==> config.mk <==
export PLATFORM = sky130hd
export DESIGN_NAME = torch_height_control
export DESIGN_NICKNAME = d
export VERILOG_FILES = /design/src/rtl/thc_pkg.sv /design/src/rtl/torch_height_control.sv /design/src/rtl/thc_cfg.sv /design/src/rtl/thc_mul.sv /design/src/rtl/thc_core.sv
export VERILOG_INCLUDE_DIRS = /design/src /design/src/rtl
export SDC_FILE = /design/constraint.sdc
export NUM_CORES = 2
export LEC_CHECK = 0
export BUFFER_PORTS_ARGS = -buffer_cell sky130_fd_sc_hd__buf_2
export CAP_MARGIN = 20
export CELL_PAD_IN_SITES_DETAIL_PLACEMENT = 1
export CELL_PAD_IN_SITES_GLOBAL_PLACEMENT = 2
export CORE_MARGIN = 1
export CORE_UTILIZATION = 31
export CTS_BUF_LIST = sky130_fd_sc_hd__clkbuf_4 sky130_fd_sc_hd__clkbuf_8 sky130_fd_sc_hd__clkbuf_16
export DETAILED_ROUTE_END_ITERATION = 8
export GPL_TIMING_DRIVEN = 1
export PLACE_DENSITY_LB_ADDON = 0.1
export SLEW_MARGIN = 30
export SYNTH_ARGS = -nofsm -noshare
export SYNTH_HDL_FRONTEND = slang
export SYNTH_SLANG_ARGS = --single-unit
==> constraint.sdc <==
create_clock -name i_clk -period 18.8 [get_ports i_clk]
set_input_delay 3.76 -clock i_clk [delete_from_list [all_inputs] [get_ports i_clk]]
set_output_delay 3.76 -clock i_clk [all_outputs]
set_load 0.01 [all_outputs]
==> src/rtl/torch_height_control_macros.svh <==
// Assertion macros used by the top level of the torch height controller RTL.
`ifndef TORCH_HEIGHT_CONTROL_MACROS_SVH
`define TORCH_HEIGHT_CONTROL_MACROS_SVH

// Same-cycle implication, checked on every clock edge outside reset.
`define THC_ASSERT_IMPL(lbl, ante, cons) \
    lbl: assert property (@(posedge i_clk) disable iff (!i_rst_n) (ante) |-> (cons)) \
        else $error("torch height control: same-cycle check failed");

// Next-cycle implication, checked on every clock edge outside reset.
`define THC_ASSERT_NEXT(lbl, ante, cons) \
    lbl: assert property (@(posedge i_clk) disable iff (!i_rst_n) (ante) |=> (cons)) \
        else $error("torch height control: next-cycle check failed");

`endif

==> src/rtl/thc_pkg.sv <==
// Package with the shared types and constants of the torch height controller.
package thc_pkg;

    // Event codes carried in the input tuser field.
    typedef enum logic [2:0] {
        FUNC_TICK      = 3'd0,
        FUNC_ARC_ON    = 3'd1,
        FUNC_ARC_OFF   = 3'd2,
        FUNC_ENABLE    = 3'd3,
        FUNC_NEW_BLOCK = 3'd4
    } t_func;

    // Controller state codes, reported in the result.
    typedef enum logic [2:0] {
        CS_IDLE   = 3'd0,
        CS_DELAY  = 3'd1,
        CS_LOCK   = 3'd2,
        CS_WINDOW = 3'd3,
        CS_MANUAL = 3'd4
    } t_ctrl;

    // Configuration register indexes.
    typedef enum logic [2:0] {
        CFG_THC_MODE       = 3'd0,
        CFG_DELAY_TICKS    = 3'd1,
        CFG_VOLTAGE_WINDOW = 3'd2,
        CFG_VOLTAGE_SCALE  = 3'd3,
        CFG_VAD_PERCENT    = 3'd4
    } t_cfg_idx;

    localparam logic [1:0] MODE_MANUAL = 2'd2;

    // Shared multiplier geometry.
    localparam int MUL_A_W = 24;
    localparam int MUL_B_W = 16;
    localparam int MUL_P_W = MUL_A_W + MUL_B_W;

    // Rate thresholds, in 1/10000 mm/min.
    localparam int THR_W = 31;
    localparam logic [MUL_B_W-1:0] RATE_SCALE = 16'd10000;
    localparam logic [MUL_B_W-1:0] LOCK_PCT   = 16'd99;

    // Result packing.
    localparam int ARC_W      = 28;
    localparam int M_DATA_W   = 40;
    localparam int OFS_PULSE  = 0;
    localparam int OFS_DIRUP  = 1;
    localparam int OFS_PAUSE  = 2;
    localparam int OFS_ARC_V  = 3;
    localparam int OFS_CTRL   = 31;
    localparam int OFS_FLAGS  = 34;

    // Configuration register set.
    typedef struct packed {
        logic [1:0]  thc_mode;
        logic [15:0] delay_ticks;
        logic [15:0] voltage_window;
        logic [15:0] voltage_scale;
        logic [6:0]  vad_percent;
    } t_cfg;

    // Request to the shared multiplier.
    typedef struct packed {
        logic               en;
        logic [MUL_A_W-1:0] a;
        logic [MUL_B_W-1:0] b;
    } t_mul_req;

endpackage

==> src/rtl/torch_height_control.sv <==
// Top level of the torch height controller: config registers, sequencer and multiplier.
//
// Event-driven plasma torch height controller. Each input transaction carries one
// event (tick, arc on, arc off, enable change, new motion block) in s_axis_tuser and
// yields exactly one result transaction with the Z step request, pause request,
// scaled arc voltage, controller state and status flags. The input is ready again
// only when the event it took has been executed, so one event at a time passes
// through the steps in order: accept, three passes through the single shared 24x16
// multiplier (voltage and feed rate scaling on a tick, the lock and anti-dive
// thresholds on a new block) and execution. A finished result sits in the
// output register, so the next event is accepted while it waits; execution of that
// next event waits only if the previous result is still untaken.
// Configuration writes are taken in every cycle and must be made while idle.
module torch_height_control #(
    parameter int SAMPLE_BITS = 12,
    localparam int S_DW = ((45 + SAMPLE_BITS + 7) / 8) * 8
) (
    input  logic                           i_clk,
    input  logic                           i_rst_n,
    // Configuration write channel.
    input  logic                           i_cfg_valid,
    output logic                           o_cfg_ready,
    input  logic [2:0]                     i_cfg_index,
    input  logic [15:0]                    i_cfg_data,
    // Event stream in.
    input  logic                           s_axis_tvalid,
    output logic                           s_axis_tready,
    // tuser: func
    input  logic [2:0]                     s_axis_tuser,
    // tdata: voltage_sample, arc_ok_in, up_in, down_in, actual_rate,
    //        block feed rate, override_pct, disable_thc, arc_confirmed, zero pad
    input  logic [S_DW-1:0]                s_axis_tdata,
    // Result stream out.
    output logic                           m_axis_tvalid,
    input  logic                           m_axis_tready,
    // tdata: step_pulse, step_up, pause_request, scaled arc volts, ctrl_state,
    //        status_flags, zero pad
    output logic [thc_pkg::M_DATA_W-1:0]   m_axis_tdata
);
    import thc_pkg::*;

    `include "torch_height_control_macros.svh"

    t_cfg                w_cfg;
    t_mul_req            w_mul_req;
    logic [MUL_P_W-1:0]  w_mul_prod;
    logic [2:0]          w_out_ctrl;
    logic                w_out_pulse;
    logic                w_out_may_step;

    // Configuration registers.
    thc_cfg u_cfg (
        .i_clk      (i_clk),
        .i_rst_n    (i_rst_n),
        .i_wr_valid (i_cfg_valid),
        .o_wr_ready (o_cfg_ready),
        .i_wr_index (i_cfg_index),
        .i_wr_data  (i_cfg_data),
        .o_cfg      (w_cfg)
    );

    // Shared multiplier.
    thc_mul u_mul (
        .i_clk  (i_clk),
        .i_req  (w_mul_req),
        .o_prod (w_mul_prod)
    );

    // Sequencer and controller.
    thc_core #(
        .SAMPLE_BITS (SAMPLE_BITS)
    ) u_core (
        .i_clk      (i_clk),
        .i_rst_n    (i_rst_n),
        .i_cfg      (w_cfg),
        .i_s_valid  (s_axis_tvalid),
        .o_s_ready  (s_axis_tready),
        .i_s_user   (s_axis_tuser),
        .i_s_data   (s_axis_tdata),
        .o_m_valid  (m_axis_tvalid),
        .i_m_ready  (m_axis_tready),
        .o_m_data   (m_axis_tdata),
        .o_mul_req  (w_mul_req),
        .i_mul_prod (w_mul_prod)
    );

    assign w_out_ctrl     = m_axis_tdata[OFS_CTRL +: 3];
    assign w_out_pulse    = m_axis_tdata[OFS_PULSE];
    assign w_out_may_step = (w_out_ctrl == CS_WINDOW) || (w_out_ctrl == CS_MANUAL);

    // The sequencer is busy right after it takes an event.
    `THC_ASSERT_NEXT(a_busy_after_accept, s_axis_tvalid && s_axis_tready, !s_axis_tready)
    // An upward direction is only reported with a step.
    `THC_ASSERT_IMPL(a_dir_with_pulse, m_axis_tvalid && m_axis_tdata[OFS_DIRUP], w_out_pulse)
    // Steps come only from window control or manual follow.
    `THC_ASSERT_IMPL(a_pulse_state, m_axis_tvalid && w_out_pulse, w_out_may_step)

endmodule

==> src/rtl/thc_cfg.sv <==
// Configuration register file of the torch height controller.
module thc_cfg (
    input  logic              i_clk,
    input  logic              i_rst_n,
    input  logic              i_wr_valid,
    output logic              o_wr_ready,
    input  logic [2:0]        i_wr_index,
    input  logic [15:0]       i_wr_data,
    output thc_pkg::t_cfg     o_cfg
);
    import thc_pkg::*;

    t_cfg r_cfg;

    // The register file takes a write in every cycle.
    assign o_wr_ready = 1'b1;
    assign o_cfg      = r_cfg;

    // Register writes; indexes past the list are dropped.
    always_ff @(posedge i_clk) begin
        if (!i_rst_n) begin
            r_cfg.thc_mode       <= 2'd1;
            r_cfg.delay_ticks    <= 16'd3000;
            r_cfg.voltage_window <= 16'd256;
            r_cfg.voltage_scale  <= 16'd256;
            r_cfg.vad_percent    <= 7'd90;
        end else if (i_wr_valid) begin
            unique case (i_wr_index)
                CFG_THC_MODE:       r_cfg.thc_mode       <= i_wr_data[1:0];
                CFG_DELAY_TICKS:    r_cfg.delay_ticks    <= i_wr_data;
                CFG_VOLTAGE_WINDOW: r_cfg.voltage_window <= i_wr_data;
                CFG_VOLTAGE_SCALE:  r_cfg.voltage_scale  <= i_wr_data;
                CFG_VAD_PERCENT:    r_cfg.vad_percent    <= i_wr_data[6:0];
                default: ;
            endcase
        end
    end

endmodule

==> src/rtl/thc_mul.sv <==
// Shared multiplier of the torch height controller, with a registered product.
module thc_mul (
    input  logic                          i_clk,
    input  thc_pkg::t_mul_req             i_req,
    output logic [thc_pkg::MUL_P_W-1:0]   o_prod
);
    import thc_pkg::*;

    logic [MUL_P_W-1:0] r_prod;

    assign o_prod = r_prod;

    // One product per enabled cycle; the result holds otherwise.
    always_ff @(posedge i_clk) begin
        if (i_req.en) begin
            r_prod <= MUL_P_W'(i_req.a) * MUL_P_W'(i_req.b);
        end
    end

endmodule

==> src/rtl/thc_core.sv <==
// Sequencer and control state of the torch height controller.
module thc_core #(
    parameter int SAMPLE_BITS = 12,
    localparam int S_DW = ((45 + SAMPLE_BITS + 7) / 8) * 8
) (
    input  logic                           i_clk,
    input  logic                           i_rst_n,
    input  thc_pkg::t_cfg                  i_cfg,
    input  logic                           i_s_valid,
    output logic                           o_s_ready,
    input  logic [2:0]                     i_s_user,
    input  logic [S_DW-1:0]                i_s_data,
    output logic                           o_m_valid,
    input  logic                           i_m_ready,
    output logic [thc_pkg::M_DATA_W-1:0]   o_m_data,
    output thc_pkg::t_mul_req              o_mul_req,
    input  logic [thc_pkg::MUL_P_W-1:0]    i_mul_prod
);
    import thc_pkg::*;

    localparam int VW = SAMPLE_BITS + 16;
    localparam int WW = VW + 2;
    localparam int OFS_ARC_OK = SAMPLE_BITS;
    localparam int OFS_UP     = SAMPLE_BITS + 1;
    localparam int OFS_DOWN   = SAMPLE_BITS + 2;
    localparam int OFS_ACT    = SAMPLE_BITS + 3;
    localparam int OFS_PROG   = SAMPLE_BITS + 19;
    localparam int OFS_OVR    = SAMPLE_BITS + 35;
    localparam int OFS_DIS    = SAMPLE_BITS + 43;
    localparam int OFS_CONF   = SAMPLE_BITS + 44;

    // Positions in the status flags.
    localparam int FB_ARC_OK  = 0;
    localparam int FB_ENABLED = 1;
    localparam int FB_ACTIVE  = 2;
    localparam int FB_TORCH   = 3;

    typedef enum logic [2:0] {
        SEQ_IDLE,
        SEQ_M0,
        SEQ_M1,
        SEQ_M2,
        SEQ_EXEC
    } t_seq;

    t_seq                     r_seq;
    // Latched transaction fields.
    logic [2:0]               r_func;
    logic [SAMPLE_BITS-1:0]   r_sample;
    logic                     r_arc_ok_in, r_up_in, r_down_in, r_disable, r_confirmed;
    logic [15:0]              r_act_rate, r_prog_rate;
    logic [7:0]               r_ovr;
    // Intermediate products.
    logic [VW-1:0]            r_t0;
    logic [THR_W-1:0]         r_t1;
    // Controller state.
    t_ctrl                    r_mode, n_mode;
    logic [15:0]              r_delay_left, n_delay_left;
    logic signed [WW-1:0]     r_win_lo, n_win_lo, r_win_hi, n_win_hi;
    logic [THR_W-1:0]         r_lock_thr, n_lock_thr, r_anti_thr, n_anti_thr;
    logic [VW-1:0]            r_last_v, n_last_v;
    logic [3:0]               r_flags, n_flags;
    // Result register.
    logic                     r_m_valid;
    logic [M_DATA_W-1:0]      r_m_data;

    logic                     w_tick, w_manual, w_commit, w_lock_ok;
    logic                     w_pulse, w_dir_up, w_pause;
    logic signed [WW-1:0]     w_volt, w_win;
    logic [15:0]              w_dec;

    assign o_s_ready = (r_seq == SEQ_IDLE);
    assign o_m_valid = r_m_valid;
    assign o_m_data  = r_m_data;

    assign w_tick   = (r_func == FUNC_TICK);
    assign w_manual = (i_cfg.thc_mode == MODE_MANUAL);
    assign w_commit = (r_seq == SEQ_EXEC) && (!r_m_valid || i_m_ready);

    // Multiplier schedule: voltage and rate for ticks, rate thresholds otherwise.
    always_comb begin
        o_mul_req.en = 1'b0;
        o_mul_req.a  = '0;
        o_mul_req.b  = '0;
        unique case (r_seq)
            SEQ_M0: begin
                o_mul_req.en = 1'b1;
                if (w_tick) begin
                    o_mul_req.a = MUL_A_W'(r_sample);
                    o_mul_req.b = i_cfg.voltage_scale;
                end else begin
                    o_mul_req.a = MUL_A_W'(r_prog_rate);
                    o_mul_req.b = MUL_B_W'(r_ovr);
                end
            end
            SEQ_M1: begin
                o_mul_req.en = 1'b1;
                if (w_tick) begin
                    o_mul_req.a = MUL_A_W'(r_act_rate);
                    o_mul_req.b = RATE_SCALE;
                end else begin
                    o_mul_req.a = i_mul_prod[MUL_A_W-1:0];
                    o_mul_req.b = LOCK_PCT;
                end
            end
            SEQ_M2: begin
                o_mul_req.en = 1'b1;
                o_mul_req.a  = r_t0[MUL_A_W-1:0];
                o_mul_req.b  = MUL_B_W'(i_cfg.vad_percent);
            end
            default: ;
        endcase
    end

    // During execution of a tick, r_t0 holds the scaled voltage and r_t1 the scaled rate.
    assign w_volt    = WW'(r_t0);
    assign w_win     = WW'(i_cfg.voltage_window);
    assign w_lock_ok = (r_t1 >= r_lock_thr);
    assign w_dec     = (r_delay_left != 16'd0) ? (r_delay_left - 16'd1) : 16'd0;

    // Event handling: next controller state and the result flags.
    always_comb begin
        n_mode       = r_mode;
        n_delay_left = r_delay_left;
        n_win_lo     = r_win_lo;
        n_win_hi     = r_win_hi;
        n_lock_thr   = r_lock_thr;
        n_anti_thr   = r_anti_thr;
        n_last_v     = r_last_v;
        n_flags      = r_flags;
        w_pulse      = 1'b0;
        w_dir_up     = 1'b0;
        w_pause      = 1'b0;
        unique case (r_func)
            FUNC_TICK: begin
                unique case (r_mode)
                    CS_IDLE: n_last_v = r_t0;
                    CS_DELAY: begin
                        n_delay_left = w_dec;
                        if (w_dec == 16'd0) begin
                            n_flags[FB_ENABLED] = 1'b1;
                            if (w_manual) begin
                                n_mode = CS_MANUAL;
                            end else begin
                                n_win_lo = w_volt - w_win;
                                n_win_hi = w_volt + w_win;
                                n_flags[FB_ACTIVE] = w_lock_ok;
                                n_mode = w_lock_ok ? CS_WINDOW : CS_LOCK;
                            end
                        end
                    end
                    CS_LOCK: begin
                        n_flags[FB_ACTIVE] = w_lock_ok;
                        if (w_lock_ok) n_mode = CS_WINDOW;
                    end
                    CS_WINDOW: begin
                        if (r_t1 < r_anti_thr) begin
                            // Anti-dive: feed has slowed, suspend control.
                            n_flags[FB_ACTIVE] = 1'b0;
                            n_mode = CS_LOCK;
                        end else begin
                            n_flags[FB_ACTIVE] = 1'b1;
                            n_flags[FB_ARC_OK] = r_arc_ok_in;
                            if (r_arc_ok_in) begin
                                n_last_v = r_t0;
                                if (w_volt >= r_win_hi) begin
                                    w_pulse  = 1'b1;
                                    w_dir_up = 1'b1;
                                end else if (w_volt <= r_win_lo) begin
                                    w_pulse = 1'b1;
                                end
                            end else begin
                                w_pause = 1'b1;
                            end
                        end
                    end
                    CS_MANUAL: begin
                        n_flags[FB_ARC_OK] = r_arc_ok_in;
                        if (r_arc_ok_in) begin
                            if (r_up_in) begin
                                w_pulse  = 1'b1;
                                w_dir_up = 1'b1;
                            end else if (r_down_in) begin
                                w_pulse = 1'b1;
                            end
                        end else begin
                            w_pause = 1'b1;
                        end
                    end
                    default: n_mode = CS_IDLE;
                endcase
            end
            FUNC_ARC_ON: begin
                n_flags[FB_ARC_OK] = r_confirmed;
                n_flags[FB_TORCH]  = r_confirmed;
                if (r_confirmed) begin
                    n_delay_left = i_cfg.delay_ticks;
                    n_mode       = CS_DELAY;
                end else begin
                    w_pause = 1'b1;
                end
            end
            FUNC_ARC_OFF: begin
                n_flags[FB_TORCH]   = 1'b0;
                n_flags[FB_ARC_OK]  = 1'b0;
                n_flags[FB_ENABLED] = 1'b0;
                n_mode = CS_IDLE;
            end
            FUNC_ENABLE: begin
                n_flags[FB_ENABLED] = !r_disable;
                if (r_disable) begin
                    n_mode = CS_IDLE;
                end else if (r_flags[FB_ARC_OK]) begin
                    n_mode = w_manual ? CS_MANUAL : CS_WINDOW;
                end
            end
            FUNC_NEW_BLOCK: begin
                n_lock_thr = r_t1;
                n_anti_thr = i_mul_prod[THR_W-1:0];
            end
            default: ;
        endcase
    end

    // Sequencer, controller state and result register.
    always_ff @(posedge i_clk) begin
        if (!i_rst_n) begin
            r_seq        <= SEQ_IDLE;
            r_m_valid    <= 1'b0;
            r_mode       <= CS_IDLE;
            r_delay_left <= '0;
            r_win_lo     <= '0;
            r_win_hi     <= '0;
            r_lock_thr   <= '0;
            r_anti_thr   <= '0;
            r_last_v     <= '0;
            r_flags      <= '0;
        end else begin
            // A new result may replace a taken one in the same cycle.
            if (w_commit) begin
                r_m_valid <= 1'b1;
            end else if (r_m_valid && i_m_ready) begin
                r_m_valid <= 1'b0;
            end
            unique case (r_seq)
                SEQ_IDLE: begin
                    if (i_s_valid) begin
                        r_func      <= i_s_user;
                        r_sample    <= i_s_data[SAMPLE_BITS-1:0];
                        r_arc_ok_in <= i_s_data[OFS_ARC_OK];
                        r_up_in     <= i_s_data[OFS_UP];
                        r_down_in   <= i_s_data[OFS_DOWN];
                        r_act_rate  <= i_s_data[OFS_ACT +: 16];
                        r_prog_rate <= i_s_data[OFS_PROG +: 16];
                        r_ovr       <= i_s_data[OFS_OVR +: 8];
                        r_disable   <= i_s_data[OFS_DIS];
                        r_confirmed <= i_s_data[OFS_CONF];
                        r_seq       <= SEQ_M0;
                    end
                end
                SEQ_M0: r_seq <= SEQ_M1;
                SEQ_M1: begin
                    r_t0  <= i_mul_prod[VW-1:0];
                    r_seq <= SEQ_M2;
                end
                SEQ_M2: begin
                    r_t1  <= i_mul_prod[THR_W-1:0];
                    r_seq <= SEQ_EXEC;
                end
                SEQ_EXEC: begin
                    if (w_commit) begin
                        r_mode       <= n_mode;
                        r_delay_left <= n_delay_left;
                        r_win_lo     <= n_win_lo;
                        r_win_hi     <= n_win_hi;
                        r_lock_thr   <= n_lock_thr;
                        r_anti_thr   <= n_anti_thr;
                        r_last_v     <= n_last_v;
                        r_flags      <= n_flags;
                        r_m_data     <= {2'b00, n_flags, n_mode, ARC_W'(n_last_v),
                                         w_pause, w_dir_up, w_pulse};
                        r_seq        <= SEQ_IDLE;
                    end
                end
                default: r_seq <= SEQ_IDLE;
            endcase
        end
    end

endmodule

After elaboration in Yosys (flattened, before gate mapping)
Cells that the tools add are included.
{"block": "classes", "add_sub_neg": 3, "mul": 1, "n_lt_le_gt_ge": 4, "eq_ne": 21, "muxes": 57, "bitwise": 1, "reduce_logical": 28}
{"operator": "$pmux 41 s3", "count": 1}
{"operator": "$mux 28", "count": 3}
{"operator": "$pmux 28 s2", "count": 1}
{"operator": "$mux 16", "count": 3}
{"operator": "$mux 40", "count": 1}
{"operator": "$mux 32", "count": 1}
{"operator": "$pmux 16 s2", "count": 1}
{"operator": "$ge 31x31->1", "count": 1}
{"operator": "$lt 31x31->1", "count": 1}
{"operator": "$mul 24x16->31", "count": 1}
{"operator": "$ge 29x30->1", "count": 1}
{"operator": "$le 29x30->1", "count": 1}
{"operator": "$mux 3", "count": 10}
{"operator": "$add 28x16->29", "count": 1}
{"operator": "$sub 28x16->29", "count": 1}
{"operator": "$eq 3x2->1 const B", "count": 8}
{"operator": "$pmux 3 s4", "count": 2}
{"operator": "$mux 1", "count": 23}
{"operator": "$reduce_and 2->1", "count": 9}
{"operator": "$logic_not 16->1", "count": 1}
{"operator": "$reduce_bool 16->1", "count": 1}
{"operator": "$sub 16x1->16 const B", "count": 1}
{"operator": "$pmux 3 s5", "count": 1}
{"operator": "$eq 3x1->1 const B", "count": 4}
{"operator": "other kinds (17)", "count": 37}
{"block": "word_totals", "reg_bits": 422, "input_bits": 91, "word_cells": 145}

Logic depth before layout (Yosys ltp)
{"block": "logic_depth", "word_depth": 6, "depth_mapped": 31, "ltp_nobuf": 28}

Cells and area by module
Synthesis repeated with hierarchy kept, for this count alone.
{"block": "hier_totals", "hier_cells": 3609, "area_unflattened_um2": 33509.6}
{"module": "thc_core", "n_inst": 1, "cells_each": 1908, "area_per_inst_um2": 17713.2, "seq_area_each_um2": 8197.9}
{"module": "thc_mul", "n_inst": 1, "cells_each": 1480, "area_per_inst_um2": 13531.7, "seq_area_each_um2": 1201.2}
{"module": "thc_cfg", "n_inst": 1, "cells_each": 221, "area_per_inst_um2": 2264.7, "seq_area_each_um2": 1141.1}

Worst setup path after synthesis
Ideal clock, no wire load.
{"block": "synth_path", "path_kind": "input-to-reg", "startpoint": "input port i_rst_n", "endpoint": "register u_core.r_act_rate[0], enable pin", "setup_ns": 0.564, "arrival_ns": 8.455, "required_ns": 18.236, "path_slack_ns": 9.781, "cell_stages": 3, "n_path_buf": 1, "path_cell_list": "clkbuf_1 > nand2_1 > nor3b_1"}
{"block": "synth_between", "elab_chain_cells": 1}
{"element": "start: declaration", "line": "torch_height_control.sv:19", "source": "input logic i_rst_n,"}
{"element": "$reduce_and 3->1 (no source line)"}
{"element": "end signal: assignment", "line": "thc_core.sv:253", "source": "r_act_rate <= i_s_data[OFS_ACT +: 16];"}
{"element": "end: declaration", "line": "thc_core.sv:51", "source": "logic [15:0] r_act_rate, r_prog_rate;"}
Every way passes these cells.
A chain may end at the register's enable or synchronous reset.

Worst setup path in the final report
{"block": "layout_path", "startpoint": "register u_core.r_func[2]", "endpoint": "register u_mul.r_prod[29], in the netlist u_mul.o_prod[29] (data pin)"}
{"block": "layout_between", "elab_chain_cells": 4, "elab_cells_between_ends": 5, "classes_between": "mul (1); mux (3); reduce/logical (1)"}
{"element": "start: declaration", "line": "thc_core.sv:48", "source": "logic [2:0] r_func;"}
{"element": "start signal: assignment", "line": "thc_core.sv:248", "source": "r_func <= i_s_user;"}
{"element": "$logic_not 3->1 (*)", "line": "thc_core.sv:76", "source": "assign w_tick = (r_func == FUNC_TICK);"}
{"element": "$mux 40 / $mux 32 (equally long branches)", "line": "thc_core.sv:98, thc_core.sv:88"}
{"element": "$pmux 41 s3 (*)", "line": "thc_core.sv:85", "source": "unique case (r_seq)"}
{"element": "$mul 24x16->31 (*)", "line": "thc_mul.sv:16", "source": "r_prod <= MUL_P_W'(i_req.a) * MUL_P_W'(i_req.b);"}
{"element": "end signal: assignment", "line": "thc_mul.sv:16"}
{"element": "end: declaration", "line": "thc_mul.sv:9", "source": "logic [MUL_P_W-1:0] r_prod;"}
Every way passes the cells marked *; elsewhere a longest branch is shown, timed or not.

==> summary.md <==
| Metric | Value |
|---|---|
| Status | complete, no violations |
| Fraction of registers with async set/reset | 0 |
| GRT Residual Overflow | 0 |
| P per Cell Area | 77.29 nW/um2 |
| Starting density of the core | 0.3137 |
| Area leader, netlist | edfxtp_1 |
| Post-synth EDFFs | 188 |
| Routed WL | 106500 um |
| TritonCTS Buffers | 54 |
| Filler Cells Inserted | 11320 |
| Dominant synthesized flop cell | dfxtp_1 |
| Area of the mapped netlist | 30920 um2 |
| Synth area leaders | edfxtp_1, fa_1, dfxtp_1 |
| Synth cell types | 82 |
| Register-to-register setup slack | 9.19 ns |
| Fin Clk Skew | 0.02917 ns |
| Final Critical Period | 9.606 ns |
| Worst vdd ir | 0.06338 mV |
| Fmax achieved | 104.1 MHz |
| HPWL after DPL | 82770 um |
| IO buf count | 123 |
| Vias per cell | 4.988 |
| Crit path arrival time | 9.99 ns |
| Drt first pass iters | 5 |
| Period utilization | 0.5110 |
| Ant. Diodes | 0 |
| Clk buf depth | 3 |
| CTS Sinks | 419 |
| Post-synth top area share | 0.1826 |
| Die footprint | 101000 um2 |
| Hold buffers post-CTS | 0 |
| Hold Path Class | reg -> reg |
| DRT antenna net count | 0 |
| Die width | 317.8 um |
| Slew margin rel. | 0.3793 |
| Root Buffer | clkbuf_16 |
| Crit path required time | 19.18 ns |
| RSZ-0062 raised after global routing | false |
| Vias | 24060 |
| Postcts setup bufs | 0 |
| Max H-tree Level | 2 |
| Crit-path leading delay family | adder cells |
| Total core area | 98560 um2 |
| Final net count | 4079 |
| Yosys warns | 0 |
| Crit path kind | reg -> reg |
| Drc violations | 0 |
| Largest net degree at the start of global routing | 75 |
| Setup crit start kind | register |
| Die height | 317.8 um |
| Buf/Inv on CP | 4 |
| Commonest non-fill, non-tap cell in the layout | nand2_1 |
| CTS tree | yes |
| Placer congestion estimate | 0.8492 |
| Slowest CP cell | edfxtp_1 |
| Setup crit end kind | register |
| Commonest non-fill, non-tap cells in the layout | nand2_1, inv_1, nor2_1, fa_1, dfxtp_1 |
| Ports | 134 |
| Crit path top cell by count | fa_1 |
| Share of post-route cells with drive strength above 1 | 0.09700 |
| Max-cap viol count | 0 |
| Initial DRC Count | 1163 |
| Synth Register Bits | 419 |
| Total negative slack | 0 ns |
| Leak Pwr | 14.05 nW |
| Initial antenna violation count | 3 |
| Synth Area per Inst | 9.141 um2 |
| Drt wl/cell | 22.07 um |
| Number of core rows | 115 |
| Final Hold Vio Count | 0 |
| Slew @ Worst Pin | 0.9311 ns |
| Final Core Density | 0.3537 |
| Layout area overhead | 12.72% |
| Synth Instances | 3383 |
| PostCTS Resize Cnt | 0 |
| Worst Path Max Fanout | 27 |
| Max stage delay on crit path | 0.67 ns |
| First-pass GRT wire length | 163600 um |
| Register area share after synthesis | 0.3321 |
| Vias in the first global route | 26320 |
| Gr usage total | 0.2130 |
| # setup viols final | 0 |
| Clock Latency Late Sink | 0.65 ns |
| Slew Viols, Final | 0 |
| Worst-path clk slew | 0.06 ns |
[registers in the layout (all words and copies together) (netlist names), 3 cells and up]
signal               count
u_cfg.o_cfg             57
u_core.o_m_data         38
u_core.r_anti_thr       31
u_core.r_lock_thr       31
u_core.r_t1             31
u_mul.o_prod            31
u_core.r_win_lo         29
u_core.r_last_v         28
u_core.r_t0             28
u_core.r_win_hi         28
u_core.r_act_rate       16
u_core.r_delay_left     16
u_core.r_prog_rate      16
u_core.r_sample         12
u_core.r_ovr             8
u_core.r_flags           4
u_core.r_func            3
u_core.r_mode            3
u_core.r_seq             3
[area by class of cell]
type                    instances  area (um2)  share of cell area
clock inverters                25       196.4            0.005635
repair buffers                162       928.4             0.02663
clock buffers                  76        1559             0.04472
well taps                    1287        1610             0.04620
inverters                     474        1784             0.05118
multi-input cells            2380       18510              0.5310
flip-flops and latches        419       10270              0.2946
[logic make-up after synthesis]
kind of cell,count (synthesis),share of synthesized area
muxes,61,0.02068
adders and majority gates,497,0.2676
xor gates and xnor gates,82,0.02322
DFF,419,0.3321
AOI/OAI and AO/OA,567,0.1192
buffers and inverters,628,0.07813
other,2,0.0002429
and+or+nand+nor,1127,0.1588
[cells in the mapped netlist, drive strengths merged (14+ instances only)]
| cell | count |
|---|---|
| a21oi | 227 |
| ha | 223 |
| xor2 | 21 |
| nor2 | 296 |
| mux2i | 38 |
| clkbuf | 130 |
| xnor2 | 61 |
| fa | 274 |
| o21a | 20 |
| a22o | 20 |
| nand3 | 52 |
| inv | 473 |
| a21o | 42 |
| nor2b | 22 |
| a22oi | 15 |
| nand4 | 33 |
| and2 | 17 |
| buf | 24 |
| nor4 | 20 |
| and4 | 14 |
| nand2b | 21 |
| o21ai | 95 |
| mux2 | 23 |
| edfxtp | 188 |
| nor3 | 52 |
| a211oi | 45 |
| dfxtp | 231 |
| nand2 | 547 |
[through the flow]
stage / worst slack, ns / power (mW) / cell area, um2 / hold slack (ns) / std cells
floorplan: 9.781 / 1.465 / 31090 / 0.4262 / 3427
global placement: 9.037 / 1.676 / 33070 / 0.4388 / 4721
detailed placement: 9.114 / 1.689 / 33070 / 0.4481 / 4721
CTS: 9.055 / 2.734 / 34830 / 0.4545 / 4822
global route: 8.623 / 2.844 / 34860 / 0.4665 / 4823
finish: 9.194 / 2.694 / 34860 / 0.4531 / 4823
[tightest hold or removal path: stages, from the launching register on]
cell	delay, ns
dfxtp_1	0.30
nand2_1	0.05
a21oi_1	0.05
[layer usage]
layer | GRT usage | part of all wire | wire length, um
met4 | 0.06321 | 0.027 | 2842
met5 | 0 | 0 | 0
met1 | 0.2783 | 0.46 | 49050
met3 | 0.02242 | 0.027 | 2922
met2 | 0.3694 | 0.49 | 51650
[worst paths after layout]
kind	depth (start not counted)	to	startpoint
worst max-delay path	26	u_mul.o_prod[29]	u_core.r_func[2]
worst min-delay path	2	u_core.r_win_lo[10]	u_core.r_win_lo[10]
worst max register to register	26	u_mul.o_prod[29]	u_core.r_func[2]
worst min register to register	2	u_core.r_win_lo[10]	u_core.r_win_lo[10]
[power by group]
part	leakage (nW)	switching [mW]	internal (mW)
Clock	0.893	0.432	0.595
Sequential	3.62	0.0485	1.01
Combinational	9.54	0.380	0.224
No activity file was read; power rests on OpenSTA's default activity.
